`src/design/midi_track_event_encoder_macros.svh`:
```
// assertion macros used by the top-level encoder design file
`ifndef MIDI_TRACK_EVENT_ENCODER_MACROS_SVH
`define MIDI_TRACK_EVENT_ENCODER_MACROS_SVH

// same-cycle implication, checked outside reset
`define MTE_ASSERT_NOW(label, clk, rst_n, ante, cons) \
  label: assert property (@(posedge clk) disable iff (!rst_n) (ante) |-> (cons)) \
    else $error("assertion failed on same-cycle check");

// next-cycle implication, checked outside reset
`define MTE_ASSERT_NEXT(label, clk, rst_n, ante, cons) \
  label: assert property (@(posedge clk) disable iff (!rst_n) (ante) |=> (cons)) \
    else $error("assertion failed on next-cycle check");

`endif

```
`src/design/mte_pkg.sv`:
```
package mte_pkg;

  // frame geometry
  localparam int unsigned FRAME_BYTES = 7;
  localparam int unsigned IDX_W       = 3;

  // action codes
  localparam logic ACT_EVENT = 1'b0;
  localparam logic ACT_EOT   = 1'b1;

  // status nibbles
  localparam logic [3:0] TYPE_FIRST_VALID = 4'h8;
  localparam logic [3:0] TYPE_LAST_VALID  = 4'hE;
  localparam logic [3:0] TYPE_PROGRAM     = 4'hC;
  localparam logic [3:0] TYPE_AFTERTOUCH  = 4'hD;

  // stream bytes
  localparam logic [7:0] VLQ_CONT  = 8'h80;
  localparam logic [7:0] META_BYTE = 8'hFF;
  localparam logic [7:0] EOT_BYTE  = 8'h2F;
  localparam logic [7:0] ZERO_BYTE = 8'h00;

  typedef struct packed {
    logic        action;
    logic [31:0] event_tick;
    logic [3:0]  event_type;
    logic [3:0]  channel;
    logic [7:0]  data_first;
    logic [7:0]  data_second;
  } in_item_t;

  typedef struct packed {
    logic [7:0] out_byte;
    logic       last_byte;
    logic       error_flag;
  } out_item_t;

  typedef struct packed {
    logic [FRAME_BYTES-1:0][7:0] bytes;
    logic [IDX_W-1:0]            last_idx;
    logic                        err;
  } frame_t;

  typedef struct packed {
    logic busy;
    logic ready;
  } ser_status_t;

endpackage

```
`src/design/mte_framer.sv`:
```
module mte_framer (
  input  logic             clk_i,
  input  logic             rst_ni,
  input  logic             accept_i,
  input  mte_pkg::in_item_t item_i,
  output mte_pkg::frame_t   frame_o
);
  import mte_pkg::*;

  logic [31:0] prev_tick_q, prev_tick_d;
  logic [31:0] delta;
  logic        too_big;
  logic        bad_type;
  logic [1:0]  nb;
  logic [7:0]  vlq3, vlq2, vlq1, vlq0;
  logic [7:0]  status_byte, second_byte;

  // delta against the stored tick and range checks
  assign delta    = item_i.event_tick - prev_tick_q;
  assign too_big  = |delta[31:28];
  assign bad_type = (item_i.event_type < TYPE_FIRST_VALID) ||
                    (item_i.event_type > TYPE_LAST_VALID);

  // number of extra vlq groups
  always_comb begin
    if (|delta[27:21]) begin
      nb = 2'd3;
    end else if (|delta[20:14]) begin
      nb = 2'd2;
    end else if (|delta[13:7]) begin
      nb = 2'd1;
    end else begin
      nb = 2'd0;
    end
  end

  assign vlq3 = VLQ_CONT | {1'b0, delta[27:21]};
  assign vlq2 = VLQ_CONT | {1'b0, delta[20:14]};
  assign vlq1 = VLQ_CONT | {1'b0, delta[13:7]};
  assign vlq0 = {1'b0, delta[6:0]};

  assign status_byte = {item_i.event_type, item_i.channel};
  assign second_byte = ((item_i.event_type == TYPE_PROGRAM) ||
                        (item_i.event_type == TYPE_AFTERTOUCH)) ?
                       ZERO_BYTE : item_i.data_second;

  // frame assembly
  always_comb begin
    frame_o = '0;
    if (item_i.action == ACT_EOT) begin
      frame_o.bytes[0] = ZERO_BYTE;
      frame_o.bytes[1] = META_BYTE;
      frame_o.bytes[2] = EOT_BYTE;
      frame_o.bytes[3] = ZERO_BYTE;
      frame_o.last_idx = IDX_W'(3);
    end else if (too_big || bad_type) begin
      frame_o.bytes[0] = ZERO_BYTE;
      frame_o.last_idx = '0;
      frame_o.err      = 1'b1;
    end else begin
      case (nb)
        2'd0: begin
          frame_o.bytes[0] = vlq0;
          frame_o.bytes[1] = status_byte;
          frame_o.bytes[2] = item_i.data_first;
          frame_o.bytes[3] = second_byte;
        end
        2'd1: begin
          frame_o.bytes[0] = vlq1;
          frame_o.bytes[1] = vlq0;
          frame_o.bytes[2] = status_byte;
          frame_o.bytes[3] = item_i.data_first;
          frame_o.bytes[4] = second_byte;
        end
        2'd2: begin
          frame_o.bytes[0] = vlq2;
          frame_o.bytes[1] = vlq1;
          frame_o.bytes[2] = vlq0;
          frame_o.bytes[3] = status_byte;
          frame_o.bytes[4] = item_i.data_first;
          frame_o.bytes[5] = second_byte;
        end
        default: begin
          frame_o.bytes[0] = vlq3;
          frame_o.bytes[1] = vlq2;
          frame_o.bytes[2] = vlq1;
          frame_o.bytes[3] = vlq0;
          frame_o.bytes[4] = status_byte;
          frame_o.bytes[5] = item_i.data_first;
          frame_o.bytes[6] = second_byte;
        end
      endcase
      frame_o.last_idx = {1'b0, nb} + IDX_W'(3);
    end
  end

  // previous tick update on accepted transactions; rejected items leave it unchanged
  always_comb begin
    prev_tick_d = prev_tick_q;
    if (accept_i) begin
      if (item_i.action == ACT_EOT) begin
        prev_tick_d = '0;
      end else if (!(too_big || bad_type)) begin
        prev_tick_d = item_i.event_tick;
      end
    end
  end

  always_ff @(posedge clk_i or negedge rst_ni) begin
    if (!rst_ni) begin
      prev_tick_q <= '0;
    end else begin
      prev_tick_q <= prev_tick_d;
    end
  end

endmodule

```
`src/design/mte_serializer.sv`:
```
module mte_serializer (
  input  logic                 clk_i,
  input  logic                 rst_ni,
  input  logic                 load_i,
  input  mte_pkg::frame_t      frame_i,
  output mte_pkg::ser_status_t status_o,
  output logic                 out_valid_o,
  input  logic                 out_stall_i,
  output mte_pkg::out_item_t   out_data_o
);
  import mte_pkg::*;

  frame_t           frame_q, frame_d;
  logic [IDX_W-1:0] idx_q, idx_d;
  logic             busy_q, busy_d;
  logic             out_valid_q, out_valid_d;
  out_item_t        out_q, out_d;
  logic             out_free;
  logic             emit;
  logic             last_emit;

  // byte moves into the output register when it is empty or being drained
  assign out_free  = !out_valid_q || !out_stall_i;
  assign emit      = busy_q && out_free;
  assign last_emit = emit && (idx_q == frame_q.last_idx);

  assign status_o.busy  = busy_q;
  assign status_o.ready = !busy_q || last_emit;

  // frame walk
  always_comb begin
    frame_d = frame_q;
    idx_d   = idx_q;
    busy_d  = busy_q;
    if (load_i) begin
      frame_d = frame_i;
      idx_d   = '0;
      busy_d  = 1'b1;
    end else if (last_emit) begin
      busy_d = 1'b0;
    end else if (emit) begin
      idx_d = idx_q + IDX_W'(1);
    end
  end

  // output register
  always_comb begin
    out_valid_d = out_valid_q;
    out_d       = out_q;
    if (out_free) begin
      out_valid_d = emit;
    end
    if (emit) begin
      out_d.out_byte   = frame_q.bytes[idx_q];
      out_d.last_byte  = (idx_q == frame_q.last_idx);
      out_d.error_flag = frame_q.err;
    end
  end

  always_ff @(posedge clk_i or negedge rst_ni) begin
    if (!rst_ni) begin
      busy_q      <= 1'b0;
      idx_q       <= '0;
      out_valid_q <= 1'b0;
    end else begin
      busy_q      <= busy_d;
      idx_q       <= idx_d;
      out_valid_q <= out_valid_d;
    end
  end

  always_ff @(posedge clk_i) begin
    frame_q <= frame_d;
    out_q   <= out_d;
  end

  assign out_valid_o = out_valid_q;
  assign out_data_o  = out_q;

endmodule

```
`src/design/midi_track_event_encoder.sv`:
```
// MIDI track event encoder: timed channel events in, track file bytes out.
// Input channel: in_valid_i / in_stall_o / in_data_i. A transaction carries one
// event or an end-of-track action. Output channel: out_valid_o / out_stall_i /
// out_data_o, one stream byte per transaction, last_byte marks the final byte
// of an input item and error_flag marks the single byte of a rejected item.
// An accepted item is turned combinationally into a whole frame of 4 to 7 bytes,
// or 1 on error, and held in a frame register; a byte walker copies it into the
// output register one byte per cycle while the receiver does not stall. The
// first byte passes the frame register and then the output register on its way
// to out_valid_o. The next item is taken at the edge where the last byte of the
// current frame moves to the output register, so with no stall frames follow
// without a gap and the one-byte-per-cycle output port sets the rate.
// While the receiver stalls, the output register holds its byte, the walker
// waits and in_stall_o rises once the frame register is still in use.
// Reset clears the stored previous tick to zero and drops any partial frame.
module midi_track_event_encoder (
  input  logic               clk_i,
  input  logic               rst_ni,
  input  logic               in_valid_i,
  output logic               in_stall_o,
  input  mte_pkg::in_item_t  in_data_i,
  output logic               out_valid_o,
  input  logic               out_stall_i,
  output mte_pkg::out_item_t out_data_o
);
  import mte_pkg::*;

`include "midi_track_event_encoder_macros.svh"

  frame_t      frame;
  ser_status_t ser_status;
  logic        in_accept;

  assign in_stall_o = !ser_status.ready;
  assign in_accept  = in_valid_i && !in_stall_o;

  // frame builder with previous tick
  mte_framer u_framer (
    .clk_i    (clk_i),
    .rst_ni   (rst_ni),
    .accept_i (in_accept),
    .item_i   (in_data_i),
    .frame_o  (frame)
  );

  // byte walker and output register
  mte_serializer u_serializer (
    .clk_i       (clk_i),
    .rst_ni      (rst_ni),
    .load_i      (in_accept),
    .frame_i     (frame),
    .status_o    (ser_status),
    .out_valid_o (out_valid_o),
    .out_stall_i (out_stall_i),
    .out_data_o  (out_data_o)
  );

  // checks
  `MTE_ASSERT_NOW(a_err_is_last, clk_i, rst_ni, out_valid_o && out_data_o.error_flag,
                  out_data_o.last_byte && (out_data_o.out_byte == ZERO_BYTE))
  `MTE_ASSERT_NEXT(a_accept_busy, clk_i, rst_ni, in_accept, ser_status.busy)
  `MTE_ASSERT_NEXT(a_frame_gapless, clk_i, rst_ni,
                   out_valid_o && !out_stall_i && !out_data_o.last_byte, out_valid_o)
  `MTE_ASSERT_NOW(a_idle_no_stall, clk_i, rst_ni, !ser_status.busy, !in_stall_o)

endmodule
```
`config.mk`:
```
export PLATFORM = sky130hd
export DESIGN_NAME = midi_track_event_encoder
export DESIGN_NICKNAME = d
export VERILOG_FILES = /design/src/design/mte_pkg.sv /design/src/design/mte_framer.sv /design/src/design/mte_serializer.sv /design/src/design/midi_track_event_encoder.sv
export VERILOG_INCLUDE_DIRS = /design/src /design/src/design
export SDC_FILE = /design/constraint.sdc
export NUM_CORES = 1
export LEC_CHECK = 0
export BUFFER_PORTS_ARGS = -buffer_cell sky130_fd_sc_hd__clkbuf_2
export CAP_MARGIN = 20
export CORE_UTILIZATION = 40
export CTS_BUF_LIST = sky130_fd_sc_hd__clkbuf_8
export DETAILED_ROUTE_END_ITERATION = 7
export PLACE_DENSITY = 0.66
export SLEW_MARGIN = 30
export SYNTH_ARGS = -nofsm -noshare
export SYNTH_HDL_FRONTEND = slang
export SYNTH_SLANG_ARGS = --single-unit
```
`constraint.sdc`:
```
create_clock -name clk_i -period 10.2 [get_ports clk_i]
set_input_delay 2.04 -clock clk_i [delete_from_list [all_inputs] [get_ports clk_i]]
set_output_delay 2.04 -clock clk_i [all_outputs]
set_load 0.05 [all_outputs]
```
# Word level (Yosys, flattened, before mapping)
# Cells that the tools add are included.
# classes
add_sub_neg	3
eq_ne	7
order_cmp	3
n_mux	19
reduce_logical	24
# ops
op	count
$pmux W32 S3	1
$mux W32	2
$sub A32 B32 Y32	1
$bmux W8 S3	1
$pmux W8 S3	1
$reduce_or A7 Y1	3
$mux W8	2
$pmux W8 S2	1
$mux W14	1
$mux W3	3
$eq A4 B4 Y1 const B	2
$mux W2	3
$logic_or A1 B1 Y1	5
$reduce_or A5 Y1	1
$gt A4 B4 Y1 const B	1
$logic_not A1 Y1	4
$lt A3 B4 Y1 const B	1
$lt A4 B4 Y1 const B	1
$mux W1	4
$ne A2 B2 Y1 const B	2
$reduce_and A2 Y1	2
$reduce_bool A2 Y1	2
$reduce_or A2 Y1	2
$reduce_or A4 Y1	1
7 further kinds	9
# word_totals
register_bits	107
input_bits	61
word_cells	74

# Longest topological paths before layout
# logic_depth
ltp_word	8
ltp_mapped	19
ltp_nobuf	17

# Modules after synthesis
# Synthesis repeated with hierarchy kept, for this count alone.
# unflattened
cells_unflattened	868
hier_area_um2	8209.1
# by_module_without_submodules
mod	cells_per_inst	seq_area_each_um2	area_per_inst_um2	instances
mte_framer	710	800.8	5340.1	1
mte_serializer	156	2227.1	2859.0	1
midi_track_event_encoder	2	0.0	10.0	1

# Worst setup path before layout
# Ideal clock, no wire load.
# synth_timing
path_kind	input port to flip-flop
startpoint	in in_data_i[24] (netlist name)
endpoint	reg u_serializer.frame_q[30] (netlist name) (data pin)
required_ns	10.020
cell_stages	17
path_slack_ns	3.981
n_path_buf	2
setup_ns	0.180
t_arrival_ns	6.039
cell_sequence	inv_1 ha_1 fa_1 nor2b_2 o2111ai_2 a211oi_2 nor4_2 or3_1 a221oi_1 or4b_4 o21bai_2 inv_1 ha_1 clkbuf_1 clkbuf_1 nand3_1 a221oi_1
# synth_via
elab_chain_len	7
# synth_lines
element	line_no	text
from (decl)	midi_track_event_encoder.sv:21	input mte_pkg::in_item_t in_data_i,
$sub A32 B32 Y32 (*)	mte_framer.sv:19	assign delta = item_i.event_tick - prev_tick_q;
$reduce_or A7 Y1	mte_framer.sv:30	end else if (|delta[13:7]) begin
$mux W1	mte_framer.sv:30	
$mux W2	mte_framer.sv:28	end else if (|delta[20:14]) begin
$mux W2	mte_framer.sv:26	if (|delta[27:21]) begin
$eq A2 B2 Y1, or another cell as far along	mte_framer.sv:61	case (nb)
$pmux W32 S3	mte_framer.sv:61	
to (signal assigned)	mte_serializer.sv:73	frame_q <= frame_d;
to (decl)	mte_serializer.sv:13	frame_t frame_q, frame_d;
# Mark *: on every way between the ends. The rest lies on a longest branch, timed or not.
# A chain may end at the register's enable or synchronous reset.

# Worst setup path in the final report
# layout_timing
startpoint	in in_data_i[24] (netlist name)
endpoint	reg u_serializer.frame_q[45] (netlist name) (data pin)
# layout_via
elab_chain_len	8
# layout_lines
element	line_no
$sub A32 B32 Y32 (*)	mte_framer.sv:19
$reduce_or A7 Y1	mte_framer.sv:30
$mux W1	mte_framer.sv:30
$mux W2	mte_framer.sv:28
$mux W2	mte_framer.sv:26
$eq A2 B1 Y1 / $logic_not A2 Y1 (equally long branches)	mte_framer.sv:61
$reduce_or A2 Y1 (no source line)	-
$pmux W8 S2	mte_framer.sv:61
# Marks and branches as above.

==> out/results.txt <==
TritonCTS Sinks: 106
Initial DRC Count: 608
# hold bufs at CTS: 0
Final nets: 919
Pin count of the biggest net entering global routing: 62
PortBufs: 72
Die Area: 19100 sq um
Post-Route Setup TNS: 0 ps
Cells on worst reg2reg path: 16
Crit Path Max Fanout: 29
Max Slew Vio Count: 0
Total number of vias: 6337
CTS buffer count: 9
RSZ-0062 raised after global routing: false
Critical Path RT: 10470 ps
Final Hold Viols: 0
# DRC: 12
Most common cell after layout, fill and taps aside: clkbuf_2
Die Width: 138 um
Failing checks: design-rule violations
Post-Syn Area: 7430 sq um
Final number of setup-violating endpoints: 0
Via density: 6.01
Post-Route WL: 19.2 mm
Critical path's slowest cell: ha_1
I/O Pins: 73
Kind of critical path: in -> reg
Total power: 0.00142 W
Initial Util: 0.411
EDFF count, synth: 69
Synth Instances: 787
Tightest Pin Transition: 928 ps
Post-CTS sizing: 0
Clock transition at path regs: 120 ps
Share of cells above drive strength 1: 0.156
Avg Cell Area, Syn: 9.44 sq um
Clk_lat worst skew: 410 ps
# Max-Cap Violations: 0
Global route overflow: 0
Rel. slew slack: 0.381
Synth Warn #: 0
Crit share post-route: 0.680
Buf+Inv Stages, Crit Path: 4
Critical R2R Capture: u_serializer.frame_q[45]$_SDFFCE_PP0P_
Drt wl/cell: 18.2 um
CP Capture Point: u_serializer.frame_q[45]$_SDFFCE_PP0P_
Crit path cell chain: clkbuf_2 -> inv_1 -> ha_1 -> fa_1 -> nor2b_2 -> o2111ai_2 -> a211oi_2 -> nor4_2 -> or3_1 -> a221oi_1 -> or4b_4 -> o21bai_2 -> inv_1 -> ha_1 -> buf_4 -> nor2b_1 -> a32oi_1 -> nor2_1
Synth Flop Type: edfxtp_1
First-pass GRT wire length: 31.1 mm
Setup bufs post-CTS: 0
Synthesis-to-layout area growth: 9.74%
All-Layer GR Usage: 0.204
Final GP Congestion: 0.871
Std-Cell Rows: 49
Crit. path cell count: 18
Crit path arrival time: 7210 ps
Pwr/cell area: 174 nW/um^2
CP startpoint kind: input pin
CTS tree: done
CP Launch Point: in_data_i[24]
Most frequent cells in the layout: clkbuf_2, nor2_1, edfxtp_1
Dpl hpwl: 14.2 mm
Sequential area share after synthesis: 0.404
Upper clock frequency limit: 144 MHz
Placement Cell Area: 7930 sq um
# H-tree levels: 3
Period minus WS final: 6940 ps
Die Y: 138 um
Largest stage delay, worst path: 600 ps
FF+latch count, synth: 106
Final ANT Viol Nets: 0
Worst Clk Skew: 24.0 ps
DR pass1 iterations: 7
Synth unique cells: 67
Hold Path Class: reg -> reg
Post-Syn Nets: 885
Reg2Reg Setup Slack: 4630 ps
Clock Path Buffers: 2
VDD IR max: 0.0719 mV
Outcome: finished, violations left
Worst R2R Start: u_framer.prev_tick_q[0]$_DFFE_PN0P_
Initial antenna violation count: 0
Vias in the first global route: 5956
Core box area: 18100 sq um
ANT cells: 0
Leakage: 3.11 nW
Final Instance Area: 8150 sq um
CP delay by family, top: simple AND/OR/NAND/NOR gates
Post-synth ARST share: 0.349
Core Util, Final: 0.451
Root buffer cell: clkbuf_8
Setup crit end kind: flop
cells in the mapped netlist (13+ instances only):
cell type  count  area (sq um)
a21oi_1       65           325
a221oi_1      42           368
a22o_1        33           289
a32oi_1       16           140
clkbuf_1      46           173
dfrtp_1       37           926
edfxtp_1      69          2070
ha_1          36           450
inv_1         55           206
nand2_1       63           236
nand3_1       19          95.1
nand4_1       13          81.3
nor2_1        70           263
nor3_1        19          95.1
o21ai_0       25           125
xnor2_1       17           149
xor2_1        14           123
worst min path at each step:
stage | startpoint | end | slack [ps] | cells after the start
final | u_serializer.frame_q[0]$_SDFFCE_PP0P_ | u_serializer.out_data_o[0]$_DFFE_PP_ | 440 | 0
after global placement | u_serializer.frame_q[0]$_SDFFCE_PP0P_ | u_serializer.out_data_o[0]$_DFFE_PP_ | 400 | 0
after global routing | u_serializer.frame_q[0]$_SDFFCE_PP0P_ | u_serializer.out_data_o[0]$_DFFE_PP_ | 460 | 0
after CTS | u_serializer.frame_q[0]$_SDFFCE_PP0P_ | u_serializer.out_data_o[0]$_DFFE_PP_ | 440 | 0
after detailed placement | u_serializer.frame_q[0]$_SDFFCE_PP0P_ | u_serializer.out_data_o[0]$_DFFE_PP_ | 410 | 0
after floorplan | u_serializer.frame_q[0]$_SDFFCE_PP0P_ | u_serializer.out_data_o[0]$_DFFE_PP_ | 400 | 0
where the power goes:
| part | internal (W) | total, W | switching, W |
|---|---|---|---|
| combinational | 0.000193 | 0.000535 | 0.000342 |
| clock | 0.0000997 | 0.000276 | 0.000177 |
| sequential | 0.000545 | 0.000609 | 0.0000640 |
per-stage QoR:
stage          cells  hold WS, ps  worst slack, ps
2_1_floorplan    787          400             3980
3_3_place_gp    1038          405             3040
3_5_place_dp    1039          411             2900
4_1_cts         1055          439             3330
5_1_grt         1055          455             3000
6_report        1055          436             3260
flip-flops by register name, summed over array words and instances, names as in the netlist:
signal,flops
u_serializer.frame_q,59
u_framer.prev_tick_q,32
u_serializer.out_valid_o,1
u_serializer.idx_q,3
u_serializer.busy_q,1
u_serializer.out_data_o,10
routing by layer:
layer,global-route usage,share of wire
met5,0,0
met4,0.0798,0.025
met3,0.0336,0.061
met2,0.337,0.47
met1,0.268,0.44
kinds of logic after synthesis:
| group | after synthesis | share of synthesized area |
|---|---|---|
| and+or+nand+nor | 236 | 0.157 |
| xor gates and xnor gates | 31 | 0.0366 |
| buffers and inverters | 114 | 0.0590 |
| DFF | 106 | 0.404 |
| muxes | 18 | 0.0379 |
| AOI/OAI and AO/OA | 245 | 0.243 |
| adders and majority gates | 37 | 0.0633 |
worst register-to-register path, delay by kind of cell, from the launching register on:
| kind | cells | cell delay (ps) |
|---|---|---|
| AO/OA/AOI/OAI | 5 | 1320 |
| adder cells (fa/ha/maj) | 3 | 1250 |
| buffers and inverters | 2 | 540 |
| flip-flops | 1 | 420 |
| AND/OR/NAND/NOR | 6 | 1910 |
final cells by class:
class | count | area [sq um]
inverter | 56 | 210
clock buffer | 9 | 124
multi-input combinational | 567 | 4010
timing repair buffer | 81 | 434
fill | 1762 | 9930
sequential | 106 | 3000
tap | 229 | 287
clock inverter | 7 | 91.3
(Power assumes the default switching activity.)
